===== src/sv/sppm_pkg.sv =====
// Shared types, constants and register indexes for the stop pulse period monitor.
`timescale 1ns / 1ps

package sppm_pkg;

    // Free-running capture timer width, and the width of the captured value
    localparam int TIMER_BITS = 16;
    localparam int LIMIT_W    = 16;
    localparam int COUNT_W    = 4;
    localparam int CFG_IDX_W  = 3;
    localparam int CFG_DATA_W = 16;

    // Register indexes on the configuration port
    localparam logic [CFG_IDX_W-1:0] REG_BOUNCE_LIMIT = 3'd0;
    localparam logic [CFG_IDX_W-1:0] REG_PERIOD_LOW   = 3'd1;
    localparam logic [CFG_IDX_W-1:0] REG_PERIOD_HIGH  = 3'd2;
    localparam logic [CFG_IDX_W-1:0] REG_MISSED_LIMIT = 3'd3;
    localparam logic [CFG_IDX_W-1:0] REG_WRONG_LIMIT  = 3'd4;

    // Register reset values
    localparam logic [LIMIT_W-1:0] RST_BOUNCE_LIMIT = 16'd5000;
    localparam logic [LIMIT_W-1:0] RST_PERIOD_LOW   = 16'd56500;
    localparam logic [LIMIT_W-1:0] RST_PERIOD_HIGH  = 16'd61500;
    localparam logic [COUNT_W-1:0] RST_MISSED_LIMIT = 4'd3;
    localparam logic [COUNT_W-1:0] RST_WRONG_LIMIT  = 4'd5;

    // Item operation codes
    localparam logic OP_TICK = 1'b0;
    localparam logic OP_POLL = 1'b1;

    // Fail codes on the result
    localparam logic [1:0] FAIL_NONE    = 2'd0;
    localparam logic [1:0] FAIL_MISSING = 2'd1;
    localparam logic [1:0] FAIL_WRONG   = 2'd2;

    typedef struct packed {
        logic [LIMIT_W-1:0] bounce_limit;
        logic [LIMIT_W-1:0] period_low;
        logic [LIMIT_W-1:0] period_high;
        logic [COUNT_W-1:0] missed_limit;
        logic [COUNT_W-1:0] wrong_limit;
    } t_cfg;

    typedef struct packed {
        logic                  op;
        logic                  stop_released;
        logic                  capture_valid;
        logic [TIMER_BITS-1:0] capture_value;
    } t_item;

    typedef struct packed {
        logic [1:0] fail_code;
        logic       missing_flag;
        logic       wrong_flag;
    } t_result;

endpackage


===== src/sv/stop_pulse_period_monitor.sv =====
// Top level of the stop pulse period monitor: input register, evaluation, result register.
// An item passes through the input register and then the result register.
// Throughput: one item per cycle while i_out_stall is low; the evaluation of the item in the
// input register is combinational, and the state updates as the item enters the result register.
// Reset (i_rst_n low, synchronous): both stages empty, counts, flags and last capture
// cleared, configuration registers back to their defaults. No clearing pass.
`timescale 1ns / 1ps

module stop_pulse_period_monitor
    import sppm_pkg::*;
(
    input  logic                  i_clk,
    input  logic                  i_rst_n,
    // input channel
    input  logic                  i_in_valid,
    output logic                  o_in_stall,
    input  logic                  i_op,
    input  logic                  i_stop_released,
    input  logic                  i_capture_valid,
    input  logic [TIMER_BITS-1:0] i_capture_value,
    // result channel
    output logic                  o_out_valid,
    input  logic                  i_out_stall,
    output logic [1:0]            o_fail_code,
    output logic                  o_missing_flag,
    output logic                  o_wrong_flag,
    // configuration write port
    input  logic                  i_cfg_we,
    input  logic [CFG_IDX_W-1:0]  i_cfg_idx,
    input  logic [CFG_DATA_W-1:0] i_cfg_data
);

    t_cfg    cfg;
    t_item   r_in;
    logic    r_in_valid;
    t_result r_out;
    logic    r_out_valid;
    t_result result;
    logic    advance;
    logic    in_xfer;

    sppm_cfg_regs u_cfg_regs (
        .i_clk      (i_clk),
        .i_rst_n    (i_rst_n),
        .i_cfg_we   (i_cfg_we),
        .i_cfg_idx  (i_cfg_idx),
        .i_cfg_data (i_cfg_data),
        .o_cfg      (cfg)
    );

    sppm_eval u_eval (
        .i_clk    (i_clk),
        .i_rst_n  (i_rst_n),
        .i_fire   (advance),
        .i_item   (r_in),
        .i_cfg    (cfg),
        .o_result (result)
    );

    // Item moves to the result register when that register is empty or being drained
    assign advance    = r_in_valid && (!r_out_valid || !i_out_stall);
    assign o_in_stall = r_in_valid && !advance;
    assign in_xfer    = i_in_valid && !o_in_stall;

    // Input register
    always_ff @(posedge i_clk) begin
        if (!i_rst_n) begin
            r_in_valid <= 1'b0;
        end else if (in_xfer) begin
            r_in_valid <= 1'b1;
        end else if (advance) begin
            r_in_valid <= 1'b0;
        end
    end

    always_ff @(posedge i_clk) begin
        if (in_xfer) begin
            r_in.op            <= i_op;
            r_in.stop_released <= i_stop_released;
            r_in.capture_valid <= i_capture_valid;
            r_in.capture_value <= i_capture_value;
        end
    end

    // Result register
    always_ff @(posedge i_clk) begin
        if (!i_rst_n) begin
            r_out_valid <= 1'b0;
        end else if (advance) begin
            r_out_valid <= 1'b1;
        end else if (!i_out_stall) begin
            r_out_valid <= 1'b0;
        end
    end

    always_ff @(posedge i_clk) begin
        if (advance) begin
            r_out <= result;
        end
    end

    assign o_out_valid    = r_out_valid;
    assign o_fail_code    = r_out.fail_code;
    assign o_missing_flag = r_out.missing_flag;
    assign o_wrong_flag   = r_out.wrong_flag;

endmodule


===== src/sv/sppm_cfg_regs.sv =====
// Configuration register file of the stop pulse period monitor.
`timescale 1ns / 1ps

module sppm_cfg_regs
    import sppm_pkg::*;
(
    input  logic                  i_clk,
    input  logic                  i_rst_n,
    input  logic                  i_cfg_we,
    input  logic [CFG_IDX_W-1:0]  i_cfg_idx,
    input  logic [CFG_DATA_W-1:0] i_cfg_data,
    output t_cfg                  o_cfg
);

    t_cfg r_cfg;

    // Register writes; indexes outside the list are dropped
    always_ff @(posedge i_clk) begin
        if (!i_rst_n) begin
            r_cfg.bounce_limit <= RST_BOUNCE_LIMIT;
            r_cfg.period_low   <= RST_PERIOD_LOW;
            r_cfg.period_high  <= RST_PERIOD_HIGH;
            r_cfg.missed_limit <= RST_MISSED_LIMIT;
            r_cfg.wrong_limit  <= RST_WRONG_LIMIT;
        end else if (i_cfg_we) begin
            unique case (i_cfg_idx)
                REG_BOUNCE_LIMIT: r_cfg.bounce_limit <= i_cfg_data[LIMIT_W-1:0];
                REG_PERIOD_LOW:   r_cfg.period_low   <= i_cfg_data[LIMIT_W-1:0];
                REG_PERIOD_HIGH:  r_cfg.period_high  <= i_cfg_data[LIMIT_W-1:0];
                REG_MISSED_LIMIT: r_cfg.missed_limit <= i_cfg_data[COUNT_W-1:0];
                REG_WRONG_LIMIT:  r_cfg.wrong_limit  <= i_cfg_data[COUNT_W-1:0];
                default: ;
            endcase
        end
    end

    assign o_cfg = r_cfg;

endmodule


===== src/sv/sppm_eval.sv =====
// Monitor state and per-item evaluation: counts, period check and flags.
`timescale 1ns / 1ps

module sppm_eval
    import sppm_pkg::*;
(
    input  logic    i_clk,
    input  logic    i_rst_n,
    input  logic    i_fire,
    input  t_item   i_item,
    input  t_cfg    i_cfg,
    output t_result o_result
);

    logic [TIMER_BITS-1:0] r_last_capture, n_last_capture;
    logic [COUNT_W-1:0]    r_overflow_count, n_overflow_count;
    logic [COUNT_W-1:0]    r_wrong_count, n_wrong_count;
    logic                  r_missing, n_missing;
    logic                  r_wrong, n_wrong;

    logic [TIMER_BITS-1:0] period;
    logic [COUNT_W-1:0]    wc_poll;
    logic                  bad_period;

    // Period since the previous capture, wrapping with the timer
    assign period = i_item.capture_value - r_last_capture;

    assign bad_period = (period == '0) || (r_overflow_count > COUNT_W'(1))
                     || ((period > i_cfg.bounce_limit) && (period < i_cfg.period_low))
                     || (period > i_cfg.period_high);

    // A pressed switch clears the wrong count before the capture is judged
    assign wc_poll = i_item.stop_released ? r_wrong_count : '0;

    // Next state for the item in the input register
    always_comb begin
        n_last_capture   = r_last_capture;
        n_overflow_count = r_overflow_count;
        n_wrong_count    = r_wrong_count;
        n_missing        = r_missing;
        n_wrong          = r_wrong;
        if (i_item.op == OP_TICK) begin
            if (i_item.stop_released && (r_overflow_count < i_cfg.missed_limit)) begin
                n_overflow_count = r_overflow_count + COUNT_W'(1);
            end
        end else begin
            n_wrong_count = wc_poll;
            if (i_item.capture_valid) begin
                n_last_capture = i_item.capture_value;
                if (bad_period) begin
                    if (wc_poll < i_cfg.wrong_limit) begin
                        n_wrong_count = wc_poll + COUNT_W'(1);
                    end
                end else begin
                    n_wrong_count = '0;
                end
                n_overflow_count = '0;
            end
            n_wrong   = (n_wrong_count >= i_cfg.wrong_limit);
            n_missing = (n_overflow_count >= i_cfg.missed_limit);
        end
    end

    // State update on each move from the input register to the result register
    always_ff @(posedge i_clk) begin
        if (!i_rst_n) begin
            r_last_capture   <= '0;
            r_overflow_count <= '0;
            r_wrong_count    <= '0;
            r_missing        <= 1'b0;
            r_wrong          <= 1'b0;
        end else if (i_fire) begin
            r_last_capture   <= n_last_capture;
            r_overflow_count <= n_overflow_count;
            r_wrong_count    <= n_wrong_count;
            r_missing        <= n_missing;
            r_wrong          <= n_wrong;
        end
    end

    // Result from the flags after this item; missing wins over wrong
    always_comb begin
        o_result.missing_flag = n_missing;
        o_result.wrong_flag   = n_wrong;
        if (n_missing) begin
            o_result.fail_code = FAIL_MISSING;
        end else if (n_wrong) begin
            o_result.fail_code = FAIL_WRONG;
        end else begin
            o_result.fail_code = FAIL_NONE;
        end
    end

endmodule


===== config.mk =====
export PLATFORM = sky130hd
export DESIGN_NAME = stop_pulse_period_monitor
export DESIGN_NICKNAME = d
export VERILOG_FILES = /design/src/sv/sppm_pkg.sv /design/src/sv/stop_pulse_period_monitor.sv /design/src/sv/sppm_cfg_regs.sv /design/src/sv/sppm_eval.sv
export SDC_FILE = /design/constraint.sdc
export NUM_CORES = 1
export LEC_CHECK = 0
export BUFFER_PORTS_ARGS = -buffer_cell sky130_fd_sc_hd__clkbuf_2
export CAP_MARGIN = 20
export CORE_MARGIN = 1.5
export CORE_UTILIZATION = 61
export DETAILED_ROUTE_END_ITERATION = 6
export PLACE_DENSITY = 0.8
export SLEW_MARGIN = 20
export SYNTH_ARGS = -nofsm -noshare
export SYNTH_HDL_FRONTEND = slang
export SYNTH_HIERARCHICAL = 1
export SYNTH_SLANG_ARGS = --single-unit
export TNS_END_PERCENT = 50

===== constraint.sdc =====
create_clock -name i_clk -period 5.6 [get_ports i_clk]
set_input_delay 1.12 -clock i_clk [delete_from_list [all_inputs] [get_ports i_clk]]
set_output_delay 1.12 -clock i_clk [all_outputs]
set_load 0.05 [all_outputs]

==> impl_metrics.ini <==
[synthesis]
synth_area_leaders = dfxtp_1, ha_1, edfxtp_1
syn-num-nets = 894
yosys_most_used_dff = dfxtp_1
synth_top_area_share = 0.244
async_flop_share = 0
synth.distinct_cells = 71
ys_seq_area_frac = 0.345
synth_most_common_cell = nand2_1
synth_edf_count = 23
ys_seq_elements = 107
synth_warnings = 6
synth_area_mm2 = 0.00688
avgSynthCellArea_um2 = 8.94
ys_top_cells_by_count = nand2_1, dfxtp_1, ha_1
netlist_instances = 770
synth_top_area_cell = dfxtp_1

[clock_network]
cts-buffers-inserted = 9
clkLatencyLatePin_ps = 360
clockRootBuffer = clkbuf_16
htreeDepth = 3
tritoncts = built
clock_path_buffers = 2
clock-sinks = 107
cts.reportedPaths.clkPinSlew_ps = 60

[setup_path]
path_max_fanout = 4
worst_r2r_endpoint = o_fail_code[1]$_DFFE_PP_
critPathKind = register to register
critPathLaunch = r_in[0]$_DFFE_PP_
r2r_start = r_in[0]$_DFFE_PP_
crit_path_end_kind = register
r2r_cells = 25
cp-start-kind = register
rrSetupSlack_ps = 330
required_ps = 5700
crit_arrival_ps = 5370

[status]
status = complete, no violations

[placement]
dpl.hpwl_um = 11800
post_dp_cell_area_mm2 = 0.00720
portBuffers = 48
gp_congestion = 0.960

[cells_and_area]
drive_gt1_frac = 0.118
final_net_count = 930
fillCellCount = 867
syn2layout_area_growth_pct = 9.67
seq_area_mm2 = 0.00237
final_area_mm2 = 0.00755
final_util = 0.690
diodes = 0
multi_input_area_mm2 = 0.00410

[detailed_routing]
antenna_left = 0
drt-pass1-iter-count = 5
via_count = 5493
totalWireLength_um = 15600
route.detailed.drc = 0
via_per_inst = 5.78
routedWlPerCell_um = 16.4
dr.first_iter.drc_count = 327

[global_route]
grt_remaining_overflow = 0
grt_max_degree = 69
grt_pass1_wl_um = 25200
grt_pass1_vias = 5423
antenna_found_initial = 0
track_usage = 0.276

[power_and_ir_drop]
power.density_mw_per_mm2 = 243
p_leak_nw = 3.42
p_switching_mw = 0.511
p_int_mw = 1.32
pwr-share-seq = 0.453
p_clk_frac = 0.348
switching_share = 0.279
p_comb_frac = 0.199
ir_drop_uv = 298

[die]
num_rows = 38
start_util = 0.629
die_w_um = 109
core_mm2 = 0.0109
die_area_mm2 = 0.0119
boundaryPins = 49
fp.dieH_um = 109

[sta]
tightest_slew_ps = 1100
slew_violations = 0
finalCritPeriodShare = 0.941
fmaxAchievable_mhz = 190
maxSlewHeadroom = 0.263
fin_crit_ps = 5270
finalSetupViolCount = 0
hold_violations = 0
fin_skew_ps = 7.85

[hold_path]
hold_path.class = register to register
holdPathStages = 2
min_to = u_cfg_regs/o_cfg[41]$_SDFFE_PN0P_
hp-start = u_cfg_regs/o_cfg[41]$_SDFFE_PN0P_

[run]
cap_violations = 0
metal layers:
layer | vias to the layer above | GRT usage | part of all wire
met5 | - | 0 | 0
met4 | 0 | 0.0853 | 0.017
met3 | 20 | 0.0616 | 0.036
li1 | 2744 | - | -
met2 | 110 | 0.485 | 0.49
met1 | 2619 | 0.335 | 0.46
through the flow:
| step | hold WS (ps) | power [mW] | cells | setup slack [ps] | setup TNS (ps) |
|---|---|---|---|---|---|
| floorplan | 435 | 1.10 | 770 | 468 | 0 |
| global placement | 444 | 1.19 | 933 | 271 | 0 |
| detailed placement | 452 | 1.20 | 933 | 71.6 | 0 |
| CTS | 461 | 1.84 | 949 | 35.2 | 0 |
| global route | 481 | 1.91 | 951 | -29.1 | -29.1 |
| finish | 462 | 1.83 | 951 | 333 | 0 |
area by class of cell:
class                   count  share of cell area
clock buffers              11              0.0322
clock inverters             5             0.00680
inverters                  78              0.0388
multi-input cells         552               0.543
flip-flops and latches    107               0.314
well taps                 140              0.0232
repair buffers             58              0.0418
kinds of logic (layout without fill, tap and decap cells):
group / after synthesis / count (layout) / synth area share
AO/OA/AOI/OAI: 131 / 131 / 0.133
XOR/XNOR: 14 / 14 / 0.0178
flip-flops: 107 / 107 / 0.345
adder cells (fa/ha/maj): 81 / 81 / 0.148
multiplexers: 58 / 58 / 0.0844
buffers and inverters: 111 / 152 / 0.0673
AND/OR/NAND/NOR: 268 / 268 / 0.205
registers in the layout (all words and copies together) (netlist names), 2 cells and up:
register	count
u_cfg_regs/o_cfg	56
u_eval/r_overflow_count	4
o_fail_code	2
u_eval/r_last_capture	16
r_in	19
u_eval/r_wrong_count	4
power groups by stage:
| stage | Clock, mW | Combinational, mW | Sequential [mW] |
|---|---|---|---|
| 6_report | 0.636 | 0.365 | 0.830 |
| 4_1_cts | 0.650 | 0.356 | 0.830 |
| 5_1_grt | 0.676 | 0.406 | 0.833 |
| 2_1_floorplan | 0 | 0.250 | 0.847 |
| 3_3_place_gp | 0 | 0.342 | 0.847 |
| 3_5_place_dp | 0 | 0.352 | 0.848 |
what timing repair did:
action,4_1_cts,5_1_grt
endpoints found under the setup margin,0,3
hold buffers,0,0
resized for setup,0,7
setup buffers,0,2
placed cells by master, fill, tap and decap left out, types with 6 or more instances in the layout:
master	netlist	layout
a21oi_1	30	30
nand3_1	19	19
clkbuf_16	0	9
xnor2_1	8	8
a21boi_0	20	20
ha_1	80	80
clkbuf_2	0	47
and3_1	9	9
edfxtp_1	23	23
buf_4	3	10
mux2i_1	58	58
nor2_1	25	25
xor2_1	6	6
nor2b_1	51	50
nand2b_1	9	9
a21o_1	20	20
nand2_1	104	104
dfxtp_1	84	84
nor3_1	10	9
o21ai_0	17	17
inv_1	78	78
worst max path at each step:
stage                          endpoint  slack (ps)
2_1_floorplan    o_wrong_flag$_DFFE_PP_         470
3_3_place_gp   o_fail_code[1]$_DFFE_PP_         270
3_5_place_dp   o_fail_code[1]$_DFFE_PP_          70
4_1_cts        o_fail_code[1]$_DFFE_PP_          40
5_1_grt        o_fail_code[1]$_DFFE_PP_         -30
6_report       o_fail_code[1]$_DFFE_PP_         330
critical path: stages (launching register included):
cell	delay [ps]
edfxtp_1	340
inv_1	50
ha_1	210
fa_1	400
nand2b_1	210
a211oi_4	320
a21boi_2	120
nand4b_4	180
a31oi_1	170
xor2_1	120
ha_1	320
and4_1	200
nand3_1	120
nor3_2	160
a21oi_1	90
and3_1	200
a211oi_2	280
o41a_1	280
nand2_2	100
nand2_1	90
ha_1	210
nand2b_1	140
a21o_1	180
a21o_1	180
a211oi_2	260
nor3_1	100
Note: power is estimated with default switching activity, not from simulation.
